File: config.mk
export PLATFORM = sky130hd
export DESIGN_NAME = periodic_task_dispatch_table
export DESIGN_NICKNAME = d
export VERILOG_FILES = /design/src/rtl/ptdt_pkg.sv /design/src/rtl/ptdt_slot_table.sv /design/src/rtl/periodic_task_dispatch_table.sv
export SDC_FILE = /design/constraint.sdc
export NUM_CORES = 2
export LEC_CHECK = 0
export BUFFER_PORTS_ARGS = -buffer_cell sky130_fd_sc_hd__buf_2
export CAP_MARGIN = 25
export CORE_MARGIN = 3
export CORE_UTILIZATION = 29
export CTS_BUF_LIST = sky130_fd_sc_hd__clkbuf_4
export DETAILED_ROUTE_END_ITERATION = 8
export SETUP_SLACK_MARGIN = 0.3
export SYNTH_ARGS = -nofsm -noshare
export SYNTH_HDL_FRONTEND = slang
export SYNTH_HIERARCHICAL = 1
export SYNTH_SLANG_ARGS = --single-unit
File: constraint.sdc
create_clock -name i_clk -period 13.3 [get_ports i_clk]
set_input_delay 1.33 -clock i_clk [delete_from_list [all_inputs] [get_ports i_clk]]
set_output_delay 1.33 -clock i_clk [all_outputs]
set_load 0.05 [all_outputs]
File: src/rtl/ptdt_pkg.sv
// Shared types and constants for the periodic task dispatch table.
package ptdt_pkg;
    localparam int TableSlots = 16;
    localparam int SlotBits = $clog2(TableSlots);
    localparam int CountBits = $clog2(TableSlots + 1);
    localparam int MaxResults = 16;

    localparam logic [2:0] OP_REGISTER = 3'd0;
    localparam logic [2:0] OP_REMOVE = 3'd1;
    localparam logic [2:0] OP_SUSPEND = 3'd2;
    localparam logic [2:0] OP_WAKE = 3'd3;
    localparam logic [2:0] OP_QUERY = 3'd4;
    localparam logic [2:0] OP_TICK = 3'd5;
    localparam logic [2:0] OP_PROCESS = 3'd6;
    localparam logic [2:0] OP_SPARE = 3'd7;

    localparam logic [1:0] MODE_ONESHOT = 2'd0;
    localparam logic [1:0] MODE_REPEAT = 2'd1;
    localparam logic [1:0] MODE_FOREVER = 2'd2;
    localparam logic [1:0] MODE_VERDICT = 2'd3;

    localparam logic [1:0] KIND_ACK = 2'd0;
    localparam logic [1:0] KIND_DISPATCH = 2'd1;
    localparam logic [1:0] KIND_NONE_DUE = 2'd2;
    localparam logic [1:0] KIND_QUERY = 2'd3;

    localparam logic [1:0] TS_ABSENT = 2'd0;
    localparam logic [1:0] TS_RUNNING = 2'd1;
    localparam logic [1:0] TS_SUSPENDED = 2'd2;

    typedef struct packed {
        logic [2:0]  opcode;
        logic [7:0]  task_id;
        logic [1:0]  run_mode;
        logic [15:0] repeat_count;
        logic [31:0] period_ticks;
    } t_in_item;

    typedef struct packed {
        logic [1:0] kind;
        logic       refused;
        logic [7:0] task_out;
        logic [1:0] task_state;
        logic       wants_verdict;
        logic       last;
    } t_out_item;

    typedef struct packed {
        logic [7:0]  task_id;
        logic [1:0]  mode;
        logic [15:0] remaining;
        logic [31:0] period;
        logic [31:0] elapsed;
        logic        due;
    } t_slot;

    typedef enum logic [3:0] {
        ST_IDLE,
        ST_FIND,
        ST_DECIDE,
        ST_SHIFT,
        ST_PLACE,
        ST_TICK,
        ST_PROC,
        ST_EMIT
    } t_state;
endpackage

File: src/rtl/ptdt_slot_table.sv
// Slot table registers with one read port and one write port.
module ptdt_slot_table (
    input  logic                                i_clk,
    input  logic [ptdt_pkg::SlotBits-1:0]       i_rd_idx,
    output ptdt_pkg::t_slot                     o_rd,
    input  logic                                i_wr_en,
    input  logic [ptdt_pkg::SlotBits-1:0]       i_wr_idx,
    input  ptdt_pkg::t_slot                     i_wr
);
    import ptdt_pkg::*;

    t_slot r_slot [TableSlots];

    assign o_rd = r_slot[i_rd_idx];

    always_ff @(posedge i_clk) begin
        if (i_wr_en) begin
            r_slot[i_wr_idx] <= i_wr;
        end
    end
endmodule

File: src/rtl/periodic_task_dispatch_table.sv
// Top level of the periodic task dispatch table: sequencer around the slot table.
//
// Usage: raise start with an item while busy is low; the item is taken at that edge and
// busy stays high until the block is done with it. Every operation walks the slot table one
// slot per cycle through a single read and write port, but a process scan pauses while a
// spent task is moved. A search walks up to the match (or to the end when there is none),
// a decision state follows, and an entry is moved by a ripple of single-slot copies in the
// shift state before it is placed. Tick visits every running task. Process visits the
// running tasks in order, stopping once MaxResults tasks have been dispatched; each removal
// of a spent task also shifts the entries behind it down. Results appear on o_result for
// one cycle each, flagged by o_strobe, with last set on the final result of the item, which
// is presented in the first cycle after busy falls; earlier dispatches of a process leave
// while busy is still high. The receiver cannot stall them,
// so it must always take them.
module periodic_task_dispatch_table (
    input  logic                  i_clk,
    input  logic                  i_rst_n,
    input  logic                  start,
    input  ptdt_pkg::t_in_item    i_item,
    output logic                  busy,
    output logic                  o_strobe,
    output ptdt_pkg::t_out_item   o_result
);
    import ptdt_pkg::*;

    t_state r_state, n_state;
    t_in_item r_item;
    logic [CountBits-1:0] r_run, r_susp;
    logic [CountBits-1:0] r_idx, r_found, r_dst, r_src;
    logic r_hit;
    logic [CountBits-1:0] r_nres;
    t_slot r_hold;
    t_out_item r_pend, n_pend;
    t_out_item r_res, n_res;
    logic r_strobe, n_strobe;

    logic [SlotBits-1:0] rd_idx, wr_idx;
    t_slot rd_slot, wr_slot;
    logic wr_en;
    logic [CountBits-1:0] total;
    logic [32:0] inc;
    logic full, find_hit, move_needed, one_shot;
    logic proc_live, proc_drop, proc_fire;
    t_slot reg_slot;

    ptdt_slot_table u_table (
        .i_clk    (i_clk),
        .i_rd_idx (rd_idx),
        .o_rd     (rd_slot),
        .i_wr_en  (wr_en),
        .i_wr_idx (wr_idx),
        .i_wr     (wr_slot)
    );

    assign total = r_run + r_susp;
    assign busy = (r_state != ST_IDLE);
    assign o_strobe = r_strobe;
    assign o_result = r_res;
    assign inc = {1'b0, rd_slot.elapsed} + 33'd1;
    assign full = (total >= CountBits'(TableSlots));
    assign one_shot = (r_item.run_mode == MODE_ONESHOT);
    assign find_hit = (r_idx < total) && (rd_slot.task_id == r_item.task_id);
    assign proc_live = (r_idx < r_run) && (r_nres < CountBits'(MaxResults));
    assign proc_drop = proc_live && rd_slot.due && (rd_slot.mode <= MODE_REPEAT)
                       && (rd_slot.remaining == '0);
    assign proc_fire = proc_live && rd_slot.due && !proc_drop;

    // The move of an entry is done as a ripple of single-slot copies from r_src
    // toward r_dst, after which the held entry is placed at r_dst.
    always_comb begin
        rd_idx = r_idx[SlotBits-1:0];
        if (r_state == ST_SHIFT) begin
            rd_idx = (r_src < r_dst) ? SlotBits'(r_src + 1'b1) : SlotBits'(r_src - 1'b1);
        end
    end

    always_comb begin
        wr_en = 1'b0;
        wr_idx = r_src[SlotBits-1:0];
        wr_slot = rd_slot;
        case (r_state)
            ST_SHIFT: begin
                wr_en = (r_src != r_dst);
            end
            ST_PLACE: begin
                wr_en = 1'b1;
                wr_idx = r_dst[SlotBits-1:0];
                wr_slot = r_hold;
            end
            ST_TICK: begin
                wr_en = (r_idx < r_run);
                wr_idx = r_idx[SlotBits-1:0];
                if (inc >= {1'b0, rd_slot.period}) begin
                    wr_slot.elapsed = '0;
                    wr_slot.due = 1'b1;
                end else begin
                    wr_slot.elapsed = inc[31:0];
                end
            end
            ST_PROC: begin
                wr_idx = r_idx[SlotBits-1:0];
                if (proc_fire) begin
                    wr_en = 1'b1;
                    wr_slot.due = (rd_slot.mode == MODE_ONESHOT);
                    if (rd_slot.mode <= MODE_REPEAT) begin
                        wr_slot.remaining = rd_slot.remaining - 16'd1;
                    end
                end
            end
            default: begin
                wr_en = 1'b0;
            end
        endcase
    end

    // Entry written by a register operation.
    always_comb begin
        reg_slot.task_id = r_item.task_id;
        reg_slot.mode = r_item.run_mode;
        reg_slot.elapsed = '0;
        if (one_shot) begin
            reg_slot.period = (r_item.period_ticks == '0) ? 32'd1 : r_item.period_ticks;
            reg_slot.remaining = 16'd1;
            reg_slot.due = 1'b0;
        end else begin
            reg_slot.period = r_item.period_ticks;
            reg_slot.remaining = r_item.repeat_count;
            // A task already in the table keeps its due bit.
            reg_slot.due = r_hit & r_hold.due;
        end
    end

    always_comb begin
        case (r_item.opcode)
            OP_REGISTER: move_needed = !full;
            OP_REMOVE:   move_needed = r_hit;
            OP_SUSPEND:  move_needed = r_hit && (r_found < r_run);
            OP_WAKE:     move_needed = r_hit && (r_found >= r_run);
            default:     move_needed = 1'b0;
        endcase
    end

    always_comb begin
        n_state = r_state;
        case (r_state)
            ST_IDLE: begin
                if (start) begin
                    case (i_item.opcode)
                        OP_TICK:    n_state = ST_TICK;
                        OP_PROCESS: n_state = ST_PROC;
                        default:    n_state = ST_FIND;
                    endcase
                end
            end
            ST_FIND: begin
                if (find_hit || r_idx >= total) n_state = ST_DECIDE;
            end
            ST_DECIDE: n_state = move_needed ? ST_SHIFT : ST_EMIT;
            ST_SHIFT: begin
                if (r_src == r_dst) n_state = ST_PLACE;
            end
            ST_PLACE: n_state = (r_item.opcode == OP_PROCESS) ? ST_PROC : ST_EMIT;
            ST_TICK: begin
                if (r_idx >= r_run) n_state = ST_EMIT;
            end
            ST_PROC: begin
                if (!proc_live) n_state = ST_EMIT;
                else if (proc_drop) n_state = ST_SHIFT;
            end
            ST_EMIT: n_state = ST_IDLE;
            default: n_state = ST_IDLE;
        endcase
    end

    // Result path: the final result of an item is built in r_pend. During a
    // process scan r_pend holds the latest dispatch, which goes out with last
    // clear once another dispatch is found, or with last set at the end.
    always_comb begin
        n_strobe = 1'b0;
        n_res = r_res;
        n_pend = r_pend;
        case (r_state)
            ST_IDLE: begin
                if (start) begin
                    if (i_item.opcode == OP_PROCESS) begin
                        n_pend = '{kind: KIND_NONE_DUE, refused: 1'b0, task_out: 8'd0,
                                   task_state: TS_ABSENT, wants_verdict: 1'b0, last: 1'b1};
                    end else begin
                        n_pend = '{kind: KIND_ACK, refused: 1'b0, task_out: i_item.task_id,
                                   task_state: TS_ABSENT, wants_verdict: 1'b0, last: 1'b1};
                    end
                end
            end
            ST_DECIDE: begin
                if (r_item.opcode == OP_QUERY) begin
                    n_pend.kind = KIND_QUERY;
                    n_pend.task_state = !r_hit ? TS_ABSENT :
                        ((r_found < r_run) ? TS_RUNNING : TS_SUSPENDED);
                end else if (r_item.opcode == OP_REGISTER && full) begin
                    n_pend.refused = 1'b1;
                end
            end
            ST_PROC: begin
                if (proc_fire) begin
                    n_strobe = (r_nres != '0);
                    n_res = r_pend;
                    n_res.last = 1'b0;
                    n_pend = '{kind: KIND_DISPATCH, refused: 1'b0, task_out: rd_slot.task_id,
                               task_state: TS_ABSENT,
                               wants_verdict: (rd_slot.mode == MODE_VERDICT), last: 1'b1};
                end
            end
            ST_EMIT: begin
                n_strobe = 1'b1;
                n_res = r_pend;
            end
            default: begin
                n_strobe = 1'b0;
            end
        endcase
    end

    always_ff @(posedge i_clk) begin
        if (!i_rst_n) begin
            r_state <= ST_IDLE;
            r_run <= '0;
            r_susp <= '0;
            r_strobe <= 1'b0;
        end else begin
            r_state <= n_state;
            r_strobe <= n_strobe;
            r_res <= n_res;
            r_pend <= n_pend;
            case (r_state)
                ST_IDLE: begin
                    if (start) begin
                        r_item <= i_item;
                        r_idx <= '0;
                        r_hit <= 1'b0;
                        r_nres <= '0;
                    end
                end
                ST_FIND: begin
                    if (find_hit) begin
                        r_hit <= 1'b1;
                        r_found <= r_idx;
                        r_hold <= rd_slot;
                    end else if (r_idx < total) begin
                        r_idx <= r_idx + CountBits'(1);
                    end
                end
                ST_DECIDE: begin
                    case (r_item.opcode)
                        OP_REGISTER: begin
                            if (!full) begin
                                r_hold <= reg_slot;
                                if (!r_hit) begin
                                    r_src <= total;
                                    r_dst <= r_run;
                                    r_run <= r_run + CountBits'(1);
                                end else if (r_found >= r_run) begin
                                    r_src <= r_found;
                                    r_dst <= r_run;
                                    r_run <= r_run + CountBits'(1);
                                    r_susp <= r_susp - CountBits'(1);
                                end else begin
                                    r_src <= r_found;
                                    r_dst <= r_found;
                                end
                            end
                        end
                        OP_REMOVE: begin
                            if (r_hit) begin
                                r_src <= r_found;
                                r_dst <= total - CountBits'(1);
                                if (r_found < r_run) r_run <= r_run - CountBits'(1);
                                else r_susp <= r_susp - CountBits'(1);
                            end
                        end
                        OP_SUSPEND: begin
                            if (r_hit && r_found < r_run) begin
                                r_src <= r_found;
                                r_dst <= r_run - CountBits'(1);
                                r_run <= r_run - CountBits'(1);
                                r_susp <= r_susp + CountBits'(1);
                            end
                        end
                        OP_WAKE: begin
                            if (r_hit && r_found >= r_run) begin
                                r_src <= r_found;
                                r_dst <= r_run;
                                r_run <= r_run + CountBits'(1);
                                r_susp <= r_susp - CountBits'(1);
                            end
                        end
                        default: begin
                        end
                    endcase
                end
                ST_SHIFT: begin
                    // Copy the neighbor into r_src, stepping toward r_dst.
                    if (r_src < r_dst) begin
                        r_src <= r_src + CountBits'(1);
                    end else if (r_src > r_dst) begin
                        r_src <= r_src - CountBits'(1);
                    end
                end
                ST_TICK: begin
                    if (r_idx < r_run) r_idx <= r_idx + CountBits'(1);
                end
                ST_PROC: begin
                    // A spent task is moved past the end of the table; the entry
                    // that slides into its slot is visited next.
                    if (proc_drop) begin
                        r_hold <= rd_slot;
                        r_src <= r_idx;
                        r_dst <= total - CountBits'(1);
                        r_run <= r_run - CountBits'(1);
                    end else if (proc_live) begin
                        r_idx <= r_idx + CountBits'(1);
                        if (proc_fire) r_nres <= r_nres + CountBits'(1);
                    end
                end
                default: begin
                end
            endcase
        end
    end
endmodule

==> flow_summary_export.csv <==
group,metric,value,unit
power,p_leak,0.0253,µW
clock_tree,clockBufferDepth,4,
min_path,hp-class,"in -> reg",
power,p_switching,6950,µW
setup_path,critPathKind,"reg -> reg",
timing,fin_crit_sh,67.6,%
power,seq_power_share,41.5,%
cells_and_area,final_cells,7399,
synth,synthDistinctLibCells,72,
synth,synthCells,3623,
global_route,gr-total-overflow,0,
setup_path,rr_worst_depth,27,
cells_and_area,area_delta_synth_final,14.1,%
clock_tree,path_clk_slew,0.07,ns
routing,routed_via_density,5.06,
status,status,"finished clean",
synth,synth-seq-cells,1677,
timing,drv_slew,0,
timing,fin_crit,9.00,ns
synth,yosysSeqAreaShare,74.0,%
min_path,min_path_cells,1,
timing,rsz0062_at_grt,"no",
floorplanning,die_area,240000,µm²
clock_tree,cts_buffers,427,
setup_path,reg2reg_to,"u_table/r_slot[7][32]",
power,p_per_area,250,nW/µm²
routing,antenna_left,0,
timing,final-setup-viol-count,0,
setup_path,r2r_setup_slack,4.30,ns
synth,synth_edf_count,1663,
floorplanning,die_x,490,µm
timing,setup_tns,0,ns
routing,drc,0,
timing,skew,0.124,ns
power,swShare,35.9,%
clock_tree,ctsHoldBuffers,0,
synth,synth_top_flop_cell,"edfxtp_1",
global_route,met3_usage,3.10,%
cells_and_area,final_cell_mix,"1663 x edfxtp_1, 582 x clkbuf_4, 364 x mux4_2, 336 x nand2_1, 214 x a22oi_1",
setup_path,cp.arrival,9.99,ns
timing,hold_violations,0,
cells_and_area,layout.nets,4225,
power,internal-power,12400,µW
floorplanning,rows,176,
power,p_total,19400,µW
clock_tree,cts_resized,0,
clock_tree,clk_latency,1.33,ns
power,power_frac_comb,37.6,%
timing,fmax,111,MHz
clock_tree,cts_sinks,1677,
place,dp_hpwl,92100,µm
global_route,grt_pass1_wl,255000,µm
clock_tree,postCtsSetupBuffers,0,
routing,dr.pass1.iters,5,
flow_run,maxCapViolCount,0,
global_route,antenna_found_initial,7,
floorplanning,die_h,490,µm
synth,ys_async_sr_fraction,0,%
setup_path,cp_max_fo,56,
global_route,grt_max_degree,114,
clock_tree,cts-root-buf,"clkbuf_4",
cells_and_area,layout-drive-gt1-share,28.5,%
power,vdd_drop_max,0.181,mV
place,dp.cells,6680,
routing,wirelength,174000,µm
floorplanning,io_pins,81,
setup_path,cp-start-kind,"flop",
power,clockPowerShare,20.8,%
global_route,gr-usage-met2,22.5,%
synth,synthesis.area,67800,µm²
timing,worst_slew_pin_slew,1.11,ns
global_route,met1_usage,19.8,%
floorplanning,coreArea,231000,µm²
routing,dr_total_vias,37400,
timing,relSlewSlack,25.9,%
floorplanning,start_util,29.3,%
cells_and_area,final_common_cell,"edfxtp_1",
setup_path,rr_startpoint,"r_src[1]",
setup_path,required,14.30,ns
cells_and_area,utilization,33.5,%
clock_tree,cts_tree,"yes",
place,io_buffer_count,80,
synth,synthesis.nets,3758,
global_route,top_usage_layer,"met2",
global_route,grtUsageTotal,14.3,%
setup_path,worst_setup_path_end_kind,"flop",
place,place_congestion,0.851,
synth,syn_avg_cell_area,18.7,µm²
min_path,hp-start,"i_item[48]",
min_path,holdPathEnd,"r_item[48]",
global_route,first_global_vias,38200,
routing,routedWlPerCell,23.5,µm
routing,drtIter0Drc,3901,
synth,yosysWarnings,6,
clock_tree,h-tree-depth,5,
==> kinds of logic after synthesis <==
| family | after synthesis | share of synthesized area, % |
|---|---|---|
| compound gates | 508 | 5.10 |
| xor+xnor | 64 | 0.826 |
| fa+ha+maj | 71 | 1.33 |
| buf+inv | 274 | 1.88 |
| flops | 1677 | 74.0 |
| mux | 390 | 12.5 |
| simple gates | 639 | 4.36 |
==> per-layer routing <==
layer | up-vias | wire, µm
met5 | - | 13
met4 | 2 | 3270
met3 | 281 | 14200
met2 | 1712 | 81900
met1 | 19400 | 74300
li1 | 16000 | -
==> sequential cells by signal, summed over array words and instances, names as in the netlist <==
name / count
r_idx: 5
r_susp: 5
r_run: 5
r_nres: 5
r_item: 61
r_hold: 91
r_found: 5
u_table/r_slot: 1456
o_result: 15
r_dst: 5
r_src: 5
r_hit: 1
r_pend: 14
r_state: 3
o_strobe: 1
==> per-stage QoR <==
| step | area [µm²] | setup WS, ns | hold slack (ns) |
|---|---|---|---|
| after CTS | 77300 | 4.25 | 0.0327 |
| after global routing | 77400 | 3.74 | 0.0461 |
| after global placement | 72400 | 4.55 | 0.403 |
| after floorplan | 67800 | 1.90 | 0.400 |
| after detailed placement | 72400 | 4.40 | 0.405 |
| final | 77400 | 4.30 | 0.203 |
==> cell usage after synthesis, types with 5 or more instances <==
| cell | count | area (µm²) |
|---|---|---|
| a211oi_1 | 5 | 37.5 |
| a21o_1 | 13 | 97.6 |
| a21oi_1 | 53 | 265 |
| a221o_1 | 10 | 100 |
| a22o_1 | 14 | 123 |
| a22oi_1 | 214 | 1610 |
| and2_1 | 37 | 231 |
| and3_1 | 24 | 150 |
| buf_1 | 34 | 128 |
| buf_2 | 16 | 80.1 |
| buf_4 | 19 | 143 |
| buf_6 | 21 | 236 |
| clkbuf_1 | 100 | 375 |
| dfxtp_1 | 14 | 280 |
| edfxtp_1 | 1663 | 49900 |
| ha_1 | 69 | 863 |
| inv_1 | 82 | 308 |
| mux2i_1 | 24 | 240 |
| mux4_2 | 364 | 8200 |
| nand2_1 | 338 | 1270 |
| nand2b_1 | 10 | 62.6 |
| nand3_1 | 56 | 280 |
| nand3b_1 | 5 | 37.5 |
| nand4_1 | 19 | 119 |
| nor2_1 | 60 | 225 |
| nor2b_1 | 14 | 87.6 |
| nor3_1 | 27 | 135 |
| nor4_1 | 20 | 125 |
| o211a_1 | 6 | 60.1 |
| o211ai_1 | 11 | 82.6 |
| o21a_1 | 5 | 37.5 |
| o21ai_0 | 128 | 641 |
| o221ai_1 | 9 | 78.8 |
| o22ai_1 | 6 | 37.5 |
| or3_1 | 7 | 43.8 |
| xnor2_1 | 33 | 289 |
| xor2_1 | 31 | 272 |
==> critical path, stage by stage, from the launching register on <==
cell      delay, ns
edfxtp_1       0.48
ha_1           0.34
nor2b_1        0.14
o21a_1         0.20
or2_2          0.36
xor2_1         0.16
nand2_1        0.12
nand2_4        0.61
buf_4          0.83
mux4_2         0.37
a22oi_1        0.09
nand2_1        0.27
ha_1           0.26
nand4_1        0.37
nor3_1         0.49
and3_1         0.25
and3_1         0.18
xnor2_1        0.13
inv_1          0.07
ha_1           0.29
nand4_1        0.13
nor4_1         0.80
nand4_1        0.20
o211a_1        0.45
nand3_1        0.31
buf_4          0.29
o21ai_0        0.14
buf_4          0.21
==> cell type report <==
type | count | area [µm²]
Antenna cell | 12 | 30.0
Clock inverter | 119 | 499
Timing Repair Buffer | 228 | 1680
Clock buffer | 581 | 4360
Inverter | 84 | 318
Tap cell | 3026 | 3790
Fill cell | 22100 | 154000
Multi-Input combinational cell | 1672 | 16500
Sequential cell | 1677 | 50200
==> worst max-delay path by stage <==
stage / startpoint / end / slack, ns / depth (start not counted)
3_3_place_gp: r_src[3] / u_table/r_slot[8][18] / 4.55 / 24
2_1_floorplan: r_src[3] / u_table/r_slot[0][0] / 1.90 / 23
3_5_place_dp: r_src[1] / u_table/r_slot[2][10] / 4.40 / 25
4_1_cts: r_src[1] / u_table/r_slot[3][10] / 4.25 / 25
6_report: r_src[1] / u_table/r_slot[7][32] / 4.30 / 27
5_1_grt: r_src[1] / u_table/r_slot[8][18] / 3.74 / 26
==> power groups by stage <==
stage	sequential, µW	combinational, µW	clock (µW)
2_1_floorplan	8180	4730	0
3_3_place_gp	8150	7110	0
3_5_place_dp	8160	7270	0
4_1_cts	8050	7290	4160
5_1_grt	8070	7960	4450
6_report	8050	7290	4030
No activity file was read; power rests on OpenSTA's default activity.
